[src/design/pses_pkg.sv]
// Shared constants, types and helpers for the packed signed element store.
`default_nettype none

package pses_pkg;

  // Element geometry.
  localparam int ELEM_BITS = 4;
  localparam int CAPACITY  = 1024;
  localparam int BYTE_BITS = 8;

  // Field widths.
  localparam int INDEX_W = 16;
  localparam int WVAL_W  = 8;
  localparam int OUT_W   = 7;
  localparam int COUNT_W = 11;
  localparam logic [COUNT_W-1:0] COUNT_RESET = COUNT_W'(1024);

  // Byte memory layout, split into an even-byte bank and an odd-byte bank.
  localparam int MEM_BYTES  = (CAPACITY * ELEM_BITS + BYTE_BITS - 1) / BYTE_BITS;
  localparam int BANK_DEPTH = MEM_BYTES / 2 + 1;
  localparam int BANK_AW    = $clog2(BANK_DEPTH);
  localparam int IDX_W      = $clog2(CAPACITY);
  localparam int BITPOS_W   = $clog2(CAPACITY * ELEM_BITS) + 1;
  localparam int BYTE_AW    = BITPOS_W - 3;
  localparam int WIN_W      = 2 * BYTE_BITS;

  localparam logic [WIN_W-1:0] ELEM_MASK = WIN_W'((1 << ELEM_BITS) - 1);

  // Sequencer states.
  typedef enum logic {
    ST_IDLE,
    ST_EXEC
  } state_t;

endpackage : pses_pkg

`default_nettype wire

[src/design/packed_signed_element_store_unit.sv]
// Top level of the packed signed element store: sequencer, banks and result registers.
//
// Usage:
//   An access is transferred at a rising edge where start is high and busy is low.
//   kind selects a read (0) or a write (1) of element index; a write keeps the low
//   element bits of write_value and leaves neighboring elements untouched.
//   Elements are packed into two byte banks (even and odd bytes), so the two bytes
//   an element may span are read together and written back together.
//   Timing: the banks are read at the transfer edge, the element is merged or
//   extracted in the following cycle (busy high), and the result is presented on
//   read_value and range_error with done high for exactly one cycle after that.
//   A new access can be transferred in the same cycle that done is high, but not
//   while busy is high, so the block holds one access at a time.
//   The receiver cannot stall; each result is taken in the cycle done is high.
//   range_error flags an index at or above element_count or the capacity; such a
//   write changes nothing and read_value is 0 for every write and every rejection.
//   cfg_we writes cfg_wdata into element_count; write it only while idle.
//   Reset (rst, synchronous) returns the sequencer to idle, clears done and sets
//   element_count to 1024. Bank contents are undefined until written.
`default_nettype none

module packed_signed_element_store_unit (
  input  wire logic                                 clk,
  input  wire logic                                 rst,
  input  wire logic                                 start,
  output logic                                      busy,
  input  wire logic                                 kind,
  input  wire logic        [pses_pkg::INDEX_W-1:0]  index,
  input  wire logic signed [pses_pkg::WVAL_W-1:0]   write_value,
  output logic                                      done,
  output logic signed      [pses_pkg::OUT_W-1:0]    read_value,
  output logic                                      range_error,
  input  wire logic                                 cfg_we,
  input  wire logic        [pses_pkg::COUNT_W-1:0]  cfg_wdata
);

  pses_pkg::state_t state;
  pses_pkg::state_t state_next;

  logic [pses_pkg::COUNT_W-1:0] element_count;

  // Request registers captured at the transfer.
  logic                            req_kind;
  logic                            req_bad;
  logic                            req_swap;
  logic [2:0]                      req_off;
  logic [pses_pkg::ELEM_BITS-1:0]  req_wv;
  logic [pses_pkg::BANK_AW-1:0]    req_even_idx;
  logic [pses_pkg::BANK_AW-1:0]    req_odd_idx;

  // Address decode of the incoming index.
  logic                            accept;
  logic                            in_bad;
  logic [pses_pkg::BITPOS_W-1:0]   in_bitpos;
  logic [pses_pkg::BYTE_AW-1:0]    in_byte;
  logic [pses_pkg::BANK_AW-1:0]    in_even_idx;
  logic [pses_pkg::BANK_AW-1:0]    in_odd_idx;

  // Bank ports.
  logic [pses_pkg::BYTE_BITS-1:0]  even_rdata;
  logic [pses_pkg::BYTE_BITS-1:0]  odd_rdata;
  logic [pses_pkg::BYTE_BITS-1:0]  even_wdata;
  logic [pses_pkg::BYTE_BITS-1:0]  odd_wdata;
  logic                            even_we;
  logic                            odd_we;

  // Merge and extract datapath.
  logic [pses_pkg::BYTE_BITS-1:0]  lo_byte;
  logic [pses_pkg::BYTE_BITS-1:0]  hi_byte;
  logic [pses_pkg::WIN_W-1:0]      window;
  logic [pses_pkg::WIN_W-1:0]      field_mask;
  logic [pses_pkg::WIN_W-1:0]      merged;
  logic [pses_pkg::WIN_W-1:0]      shifted;
  logic [pses_pkg::ELEM_BITS-1:0]  elem;
  logic signed [pses_pkg::OUT_W-1:0] elem_ext;
  logic                            spans;
  logic                            lo_we;
  logic                            hi_we;

  assign accept = start && !busy;

  // Range check against the programmed count and the capacity.
  assign in_bad = (32'(index) >= 32'(element_count)) ||
                  (32'(index) >= 32'(pses_pkg::CAPACITY));

  // Bit position, byte address and bank rows for the two bytes of the window.
  assign in_bitpos   = pses_pkg::BITPOS_W'(index[pses_pkg::IDX_W-1:0]) *
                       pses_pkg::BITPOS_W'(pses_pkg::ELEM_BITS);
  assign in_byte     = in_bitpos[pses_pkg::BITPOS_W-1:3];
  assign in_odd_idx  = pses_pkg::BANK_AW'(in_byte >> 1);
  assign in_even_idx = pses_pkg::BANK_AW'((in_byte >> 1) +
                                          pses_pkg::BYTE_AW'(in_byte[0]));

  // Element count register.
  always_ff @(posedge clk) begin
    if (rst) begin
      element_count <= pses_pkg::COUNT_RESET;
    end else if (cfg_we) begin
      element_count <= cfg_wdata;
    end
  end

  // Sequencer state register.
  always_ff @(posedge clk) begin
    if (rst) begin
      state <= pses_pkg::ST_IDLE;
    end else begin
      state <= state_next;
    end
  end

  // Next state and busy.
  always_comb begin
    state_next = state;
    busy       = 1'b0;
    unique case (state)
      pses_pkg::ST_IDLE: begin
        if (start) begin
          state_next = pses_pkg::ST_EXEC;
        end
      end
      pses_pkg::ST_EXEC: begin
        busy       = 1'b1;
        state_next = pses_pkg::ST_IDLE;
      end
      default: begin
        state_next = pses_pkg::ST_IDLE;
      end
    endcase
  end

  // Capture the request at the transfer.
  always_ff @(posedge clk) begin
    if (accept) begin
      req_kind     <= kind;
      req_bad      <= in_bad;
      req_swap     <= in_byte[0];
      req_off      <= in_bitpos[2:0];
      req_wv       <= write_value[pses_pkg::ELEM_BITS-1:0];
      req_even_idx <= in_even_idx;
      req_odd_idx  <= in_odd_idx;
    end
  end

  // Byte banks; both are read every cycle at the incoming index.
  pses_ram #(
    .DEPTH (pses_pkg::BANK_DEPTH),
    .WIDTH (pses_pkg::BYTE_BITS)
  ) u_even_bank (
    .clk   (clk),
    .we    (even_we),
    .waddr (req_even_idx),
    .wdata (even_wdata),
    .raddr (in_even_idx),
    .rdata (even_rdata)
  );

  pses_ram #(
    .DEPTH (pses_pkg::BANK_DEPTH),
    .WIDTH (pses_pkg::BYTE_BITS)
  ) u_odd_bank (
    .clk   (clk),
    .we    (odd_we),
    .waddr (req_odd_idx),
    .wdata (odd_wdata),
    .raddr (in_odd_idx),
    .rdata (odd_rdata)
  );

  // Assemble the two-byte window and merge or extract the element.
  always_comb begin
    lo_byte    = req_swap ? odd_rdata : even_rdata;
    hi_byte    = req_swap ? even_rdata : odd_rdata;
    window     = {hi_byte, lo_byte};
    field_mask = pses_pkg::ELEM_MASK << req_off;
    merged     = (window & ~field_mask) |
                 (pses_pkg::WIN_W'(req_wv) << req_off);
    shifted    = window >> req_off;
    elem       = shifted[pses_pkg::ELEM_BITS-1:0];
    elem_ext   = pses_pkg::OUT_W'(signed'(elem));
    spans      = (4'(req_off) + 4'(pses_pkg::ELEM_BITS)) > 4'(pses_pkg::BYTE_BITS);
    lo_we      = busy && req_kind && !req_bad;
    hi_we      = lo_we && spans;
  end

  // Route the low and high bytes back to their banks.
  always_comb begin
    even_we    = req_swap ? hi_we : lo_we;
    odd_we     = req_swap ? lo_we : hi_we;
    even_wdata = req_swap ? merged[pses_pkg::WIN_W-1:pses_pkg::BYTE_BITS]
                          : merged[pses_pkg::BYTE_BITS-1:0];
    odd_wdata  = req_swap ? merged[pses_pkg::BYTE_BITS-1:0]
                          : merged[pses_pkg::WIN_W-1:pses_pkg::BYTE_BITS];
  end

  // Result strobe.
  always_ff @(posedge clk) begin
    if (rst) begin
      done <= 1'b0;
    end else begin
      done <= busy;
    end
  end

  // Result payload.
  always_ff @(posedge clk) begin
    if (busy) begin
      read_value  <= (!req_kind && !req_bad) ? elem_ext : '0;
      range_error <= req_bad;
    end
  end

  // A transfer always leads into the execute cycle.
  assert property (@(posedge clk) disable iff (rst) accept |=> busy)
    else $error("transfer did not enter the execute cycle");

  // Every execute cycle produces exactly one result on the next cycle.
  assert property (@(posedge clk) disable iff (rst) busy |=> done && !busy)
    else $error("execute cycle did not deliver a result");

  // A result never appears without a preceding execute cycle.
  assert property (@(posedge clk) disable iff (rst) done |-> $past(busy))
    else $error("result strobe without an access in flight");

  // Rejected accesses report a zero value.
  assert property (@(posedge clk) disable iff (rst)
    done && range_error |-> read_value == '0)
    else $error("rejected access returned a nonzero value");

  // The bank writes stay within one access and never touch a rejected one.
  assert property (@(posedge clk) disable iff (rst)
    (even_we || odd_we) |-> busy && req_kind && !req_bad)
    else $error("bank written outside a valid write access");

endmodule : packed_signed_element_store_unit

`default_nettype wire

[src/design/pses_ram.sv]
// Simple dual-port RAM with one write port and a registered read port.
`default_nettype none

module pses_ram #(
  parameter int DEPTH = 257,
  parameter int WIDTH = 8
) (
  input  wire logic                     clk,
  input  wire logic                     we,
  input  wire logic [$clog2(DEPTH)-1:0] waddr,
  input  wire logic [WIDTH-1:0]         wdata,
  input  wire logic [$clog2(DEPTH)-1:0] raddr,
  output logic      [WIDTH-1:0]         rdata
);

  logic [WIDTH-1:0] mem [DEPTH];

  // Write port.
  always_ff @(posedge clk) begin
    if (we) begin
      mem[waddr] <= wdata;
    end
  end

  // Registered read port.
  always_ff @(posedge clk) begin
    rdata <= mem[raddr];
  end

endmodule : pses_ram

`default_nettype wire

[config.mk]
export PLATFORM = sky130hd
export DESIGN_NAME = packed_signed_element_store_unit
export DESIGN_NICKNAME = d
export VERILOG_FILES = /design/src/design/pses_pkg.sv /design/src/design/packed_signed_element_store_unit.sv /design/src/design/pses_ram.sv
export SDC_FILE = /design/constraint.sdc
export NUM_CORES = 2
export LEC_CHECK = 0
export BUFFER_PORTS_ARGS = -buffer_cell sky130_fd_sc_hd__buf_2
export CAP_MARGIN = 10
export CORE_ASPECT_RATIO = 0.6
export CORE_MARGIN = 1
export CORE_UTILIZATION = 50
export DETAILED_ROUTE_END_ITERATION = 10
export PLACE_DENSITY = 0.73
export SLEW_MARGIN = 0
export SYNTH_ARGS = -nofsm -noshare
export SYNTH_HDL_FRONTEND = slang
export SYNTH_MEMORY_MAX_BITS = 65536
export SYNTH_SLANG_ARGS = --single-unit
[constraint.sdc]
create_clock -name clk -period 4.7 [get_ports clk]
set_input_delay 0.705 -clock clk [delete_from_list [all_inputs] [get_ports clk]]
set_output_delay 0.705 -clock clk [all_outputs]
set_load 0.05 [all_outputs]
Word-level counts from Yosys, hierarchy flattened:

Memories as Yosys holds them, arrays and structs flattened. A register that Yosys moved wholly into a read port is not among the register bits.
Index checks and enable logic that the tools add are counted.

* shifts and indexed selects: 3
* reduce and logical (&&, ||, !) cells: 9
* bitwise gates (word level): 4
* add/sub/neg operators: 2
* mux-type cells: 13
* magnitude comparators: 3

Operators with widths (count)
* 8-bit two-way mux: 4
* 16-bit bitwise AND: 1
* 16-bit by 11-bit greater-or-equal comparator with 1-bit output: 1
* 16-bit by 11-bit greater-or-equal comparator with 1-bit output (second input constant): 1
* 16-bit NOT: 1
* 16-bit bitwise OR: 1
* 4-bit by 3-bit << shifter with 16-bit output: 1
* 4-bit by 3-bit << shifter with 16-bit output (first input constant): 1
* 16-bit by 3-bit right shift with 4-bit output: 1
* 8-bit by 1-bit adder with 9-bit output: 1
* 1-bit two-way mux: 8
* 1-bit logical AND: 5
* 3-bit by 3-bit adder with 4-bit output (second input constant): 1
* 4-bit > comparator (second input constant): 1
* 1-bit logical NOT: 3
* 1-bit one-hot mux with 2 select lines: 1
* 1-bit logical OR: 1
* 1-bit NOT: 1

* memories: 2
* input port bits: 40
* word-level logic and storage cells: 48
* register bits after elaboration: 43
* output and inout port bits: 10
* RAM bits: 4112

Memory list
* u_even_bank.mem: words 257, width 8, rd ports 1, clocked after memory_dff 1, write ports 1, RTL line pses_ram.sv:16 `logic [WIDTH-1:0] mem [DEPTH];`
* u_odd_bank.mem: words 257, width 8, rd ports 1, clocked after memory_dff 1, write ports 1, RTL line pses_ram.sv:16

Longest topological paths before layout:

* depth after elaboration: 7
* depth in mapped cells: 13
* gate-level depth less buffers: 10

Cells and area by module:

Synthesis repeated with hierarchy kept, for this count alone.

* cell total of the unflattened synthesis: 7745
* area total of the unflattened synthesis: 161165.8 µm²

Modules (own cells, without submodules)
* pses_ram: times used 2, area an instance 79516.3 µm², seq. area each 61899.4 µm², cells an instance 3791
* packed_signed_element_store_unit: times used 1, area an instance 2133.3 µm², seq. area each 1161.1 µm², cells an instance 163

Worst setup path before layout:

OpenSTA, ideal clock, no wires.

* path type: input to register
* start point: input index[1] in the netlist's numbering
* end point: register u_even_bank.rdata[6] (read register of u_even_bank.mem)
* stages: 12
* arrival: 3.549 ns
* setup slack: 1.033 ns
* setup time: 0.118 ns
* required time: 4.582 ns
* buffers on the path: 4
* cell sequence: ha_1 > ha_1 > buf_2 > clkbuf_1 > clkbuf_1 > clkbuf_1 > mux4_2 > mux4_2 > a22oi_1 > o211ai_1 > nand3_1 > a2bb2oi_1

* longest elaborated chain between the ends: 1

Ends and longest elaborated chain
* start, declared: RTL line packed_signed_element_store_unit.sv:28 `input wire logic [pses_pkg::INDEX_W-1:0] index,`
* 8-bit by 1-bit adder with 9-bit output: RTL line packed_signed_element_store_unit.sv:91 `assign in_even_idx = pses_pkg::BANK_AW'((in_byte >> 1) +`
* named net in_even_idx (one bit): RTL line packed_signed_element_store_unit.sv:56 `logic [pses_pkg::BANK_AW-1:0] in_even_idx;`
* end, declared: RTL line pses_ram.sv:13 `output logic [WIDTH-1:0] rdata`

The timed path passes the listed nets, and every way through them passes these cells.
A chain may end at the register's enable or synchronous reset.

Final worst setup path:

* start point: register req_bad
* end point: memory u_odd_bank.mem[97][4], enable pin

* longest elaborated chain between the ends: 6

Ends and longest elaborated chain
* start, declared: RTL line packed_signed_element_store_unit.sv:44 `logic req_bad;`
* start signal, assigned: RTL line packed_signed_element_store_unit.sv:136 `req_bad <= in_bad;`
* 1-bit logical NOT *: RTL line packed_signed_element_store_unit.sv:182 `lo_we = busy && req_kind && !req_bad;`
* 1-bit logical AND *: RTL line packed_signed_element_store_unit.sv:182
* 1-bit logical AND: RTL line packed_signed_element_store_unit.sv:183 `hi_we = lo_we && spans;`
* 1-bit two-way mux *: RTL line packed_signed_element_store_unit.sv:189 `odd_we = req_swap ? lo_we : hi_we;`
* 1-bit two-way mux *: RTL line pses_ram.sv:20 `if (we) begin`
* 1-bit two-way mux (not written as such) *: RTL line pses_ram.sv:21 `mem[waddr] <= wdata;`
* end, declared: RTL line pses_ram.sv:16

Every way passes the cells marked *; elsewhere a longest branch is shown, timed or not.

==> PnR_summary.wiki <==
{| class="wikitable"
! Metric !! Value
|-
| Status || finished clean
|-
| Setup TNS || 0 ps
|-
| Total iterations of the first detailed-routing run || 6
|-
| H-tree depth || 5
|-
| Fraction of the cycle the final worst path needs || 0.852
|-
| Initial Util || 0.505
|-
| Start point of the worst hold path || cfg_wdata[0]
|-
| Overall die width || 734 um
|-
| Top cell type's share of synthesized area || 0.773
|-
| Gr ovfl total || 0
|-
| Post-layout minimum cycle time || 4000 ps
|-
| Critical path start-end classification || reg -> reg
|-
| Global-route met2 utilization || 0.321
|-
| Worst IR drop on VDD || ~0.00037 V
|-
| Number of buffers between clock root and the deepest sink || 4
|-
| Number of flops mapped to enable cells by yosys || 4134
|-
| Vias post-DR || 76700
|-
| Pin slew with the least headroom to its limit || 1260 ps
|-
| Total routing usage reported by global routing || 0.238
|-
| Max-Cap Viols || 0
|-
| Largest net degree at the start of global routing || 161
|-
| Number of distinct standard cells referenced by the synthesized netlist || 46
|-
| R2r startpoint || req_bad
|-
| Clock slew at the register clock pins of the worst setup and hold paths || 70 ps
|-
| Achievable clock frequency || ~250 MHz
|-
| Combinational fraction of design power || 0.085
|-
| Synth area leader || edfxtp_1
|-
| CP max-delay cell || nor2_1
|-
| Average wire per cell in the routed design || 33.0 um
|-
| Series of cell instances along the critical path || nor2_1 -> nand2_1 -> nor3b_1 -> nand2_1 -> nor2_1
|-
| Cell row count || 160
|-
| Sinks on the clock net || 4163
|-
| Number of global-route vias before repair || 74900
|-
| Unrepaired setup endpoints after global routing || false
|-
| Number of buffers inserted to repair setup after CTS || 0
|-
| Placed wire-length estimate || 235000 um
|-
| Endpoint kind of the worst setup timing path || flip-flop
|-
| Proportion of register bits with asynchronous set or reset after synthesis || 0
|-
| Sw Ratio || 0.227
|-
| Syn. warnings || 0
|-
| Sum of buffers and inverters on the critical path || 0
|-
| Data arrival, critical path || 4520 ps
|-
| Netlist area before placement || approximately 160000 um2
|-
| Last weighted congestion value of the routability-driven placer || 0.887
|-
| Drt drc || 0
|-
| Chip Height || between 400 and 500 um
|-
| Final-layout worst hold slack || 60.2 ps
|-
| Setup WS post-layout || 698 ps
|-
| Kind of cell with the highest combined delay on the critical path || simple AND/OR/NAND/NOR gates
|-
| Antenna Nets Post-Route || 0
|-
| Internal power || 0.0620 W
|-
| Global routing usage on met1 || 0.378
|-
| Net count of the mapped netlist || 6902
|-
| Most instantiated flip-flop cell in the synthesis netlist || edfxtp_1
|-
| Violation count after the first detailed-route iteration || 12100
|-
| Main area contributors after synthesis || edfxtp_1 (77%), mux4_2 (18%), nor2_1 (1.3%)
|-
| Largest clock skew in the final design || between 50 and 60 ps
|-
| CP Launch Type || flip-flop
|-
| Core Footprint || 318000 um2
|-
| Post-placement worst setup slack || 381 ps
|-
| Num CTS Buffers || 366
|-
| Net Switching || roughly 0.018 W
|-
| Number of instances in the synthesized netlist || 6849
|-
| Via-per-instance ratio || 6.54
|-
| Count of nets after finishing || between 7000 and 8000
|-
| Data required time of the worst path || 5220 ps
|-
| Flop pwr share || 0.530
|-
| Setup-failing EPs final || 0
|-
| Count of pins on the block boundary || 50
|-
| Endpoints failing hold || 0
|-
| Die Outline Area || between 300000 and 400000 um2
|-
| Clock group share of total power || 0.385
|-
| Max Slew Vio Count || 0
|-
| Class of the tightest hold or removal check || in -> reg
|-
| Sum of routed wire length over all layers || 388000 um
|-
| Clock tree from TritonCTS || built
|-
| Most used routing layer in global routing || met1
|-
| Relative max-transition margin || 0.159
|-
| Clock Tree Root || clkbuf_16
|-
| Portion of the post-synthesis area used by sequential elements || 0.777
|-
| Clk Latency, worst-skew pair || 930 ps
|-
| Total power per unit cell area || 445 nW/um2
|-
| Share of cells above drive strength 1 || 0.297
|-
| Synth Area per Inst || ~23 um2
|-
| Max incr delay on CP || just over 900 ps
|-
| Most repeated cell in the gate-level netlist after synthesis || edfxtp_1
|-
| Top fanout value on the critical path || 16
|-
| Filler cell count in the final layout || 22200
|-
| Area added between synthesis and finish || 12.2%
|-
| Post-CTS Resized || 0
|-
| Leading post-synthesis cells by instance count || edfxtp_1 (4134), mux4_2 (1299), nor2_1 (539)
|-
| Leakage power || 55.3 nW
|-
| Crit path from || req_bad
|-
| Core occupancy in the finished layout || 0.567
|-
| Antenna violations before repair || 36
|-
| Global-route wire length before repair || 552000 um
|-
| Synthesized flop and latch total || 4163
|-
| Number of buffers inserted by port buffering || 45
|-
| Met3 usage || 0.0784
|}
flip-flops by register name, summed over array words and instances (netlist names):
register           count
u_even_bank.mem     2056
u_odd_bank.mem      2048
element_count         11
req_even_idx           9
req_odd_idx            8
u_even_bank.rdata      8
u_odd_bank.rdata       8
read_value             4
req_wv                 4
done                   1
range_error            1
req_bad                1
req_kind               1
req_off                1
req_swap               1
state                  1
layout make-up:
type,instances,area [um2],share of cell area
sequential,4163,125000,0.692
multi-input combinational,2286,34500,0.191
clock buffer,432,9530,0.0529
tap,4212,5270,0.0292
timing repair buffer,388,3670,0.0204
clock inverter,225,2470,0.0137
inverter,18,75.1,0.000417
antenna,5,12.5,0.0000694
tightest hold or removal path: stages:
cell and delay, ps:
buf_2 80, mux2i_1 60, nor2_1 100
per-stage QoR:
stage               area, um2  total power [W]  instances
floorplan              161000           0.0472       6849
global placement       168000           0.0498      11100
detailed placement     168000           0.0501      11100
CTS                    180000           0.0803      11700
global route           180000           0.0820      11700
finish                 180000           0.0802      11700
power groups by stage:
| stage | Clock (W) | Sequential [W] | Combinational (W) |
|---|---|---|---|
| 5_1_grt | 0.0324 | 0.0425 | 0.00714 |
| 3_3_place_gp | 0 | 0.0433 | 0.00648 |
| 4_1_cts | 0.0311 | 0.0425 | 0.00678 |
| 3_5_place_dp | 0 | 0.0433 | 0.00676 |
| 6_report | 0.0308 | 0.0425 | 0.00684 |
| 2_1_floorplan | 0 | 0.0435 | 0.00373 |
repair_timing:
action / in CTS / in global routing
setup endpoints to repair: 0 / 0
endpoints found under the hold margin: 14 / 0
hold buffers: 14 / 0
layer usage:
metal	up-vias	wire length (um)
met5	-	70
met3	587	56800
met4	10	8810
met1	41100	159000
met2	5149	163000
li1	29800	-
path summary, 6_finish.rpt:
| path | end | slack, ps | depth (start not counted) |
|---|---|---|---|
| worst max-delay path | u_odd_bank.mem[97][4] | 700 | 5 |
| worst min-delay path | element_count[0] | 60 | 3 |
| worst max register to register | u_odd_bank.mem[97][4] | 700 | 5 |
| worst min register to register | element_count[2] | 500 | 2 |
layout by cell type, fill, tap and decap left out, types with 40 or more instances in the layout:
cell	instances
edfxtp_1	4134
mux4_2	1299
nor2_1	539
clkbuf_16	372
buf_4	265
nand2_1	142
clkinv_1	84
buf_12	63
clkinv_2	60
clkbuf_1	60
mux2i_1	51
bufinv_16	50
buf_2	40
cell families after synthesis:
| group | share of synthesized area |
|---|---|
| XOR/XNOR | 0.000273 |
| AND/OR/NAND/NOR | 0.0195 |
| flip-flops | 0.777 |
| AO/OA/AOI/OAI | 0.00488 |
| adder cells (fa/ha/maj) | 0.00101 |
| multiplexers | 0.187 |
| buffers and inverters | 0.0108 |
No activity file was read; power rests on OpenSTA's default activity.
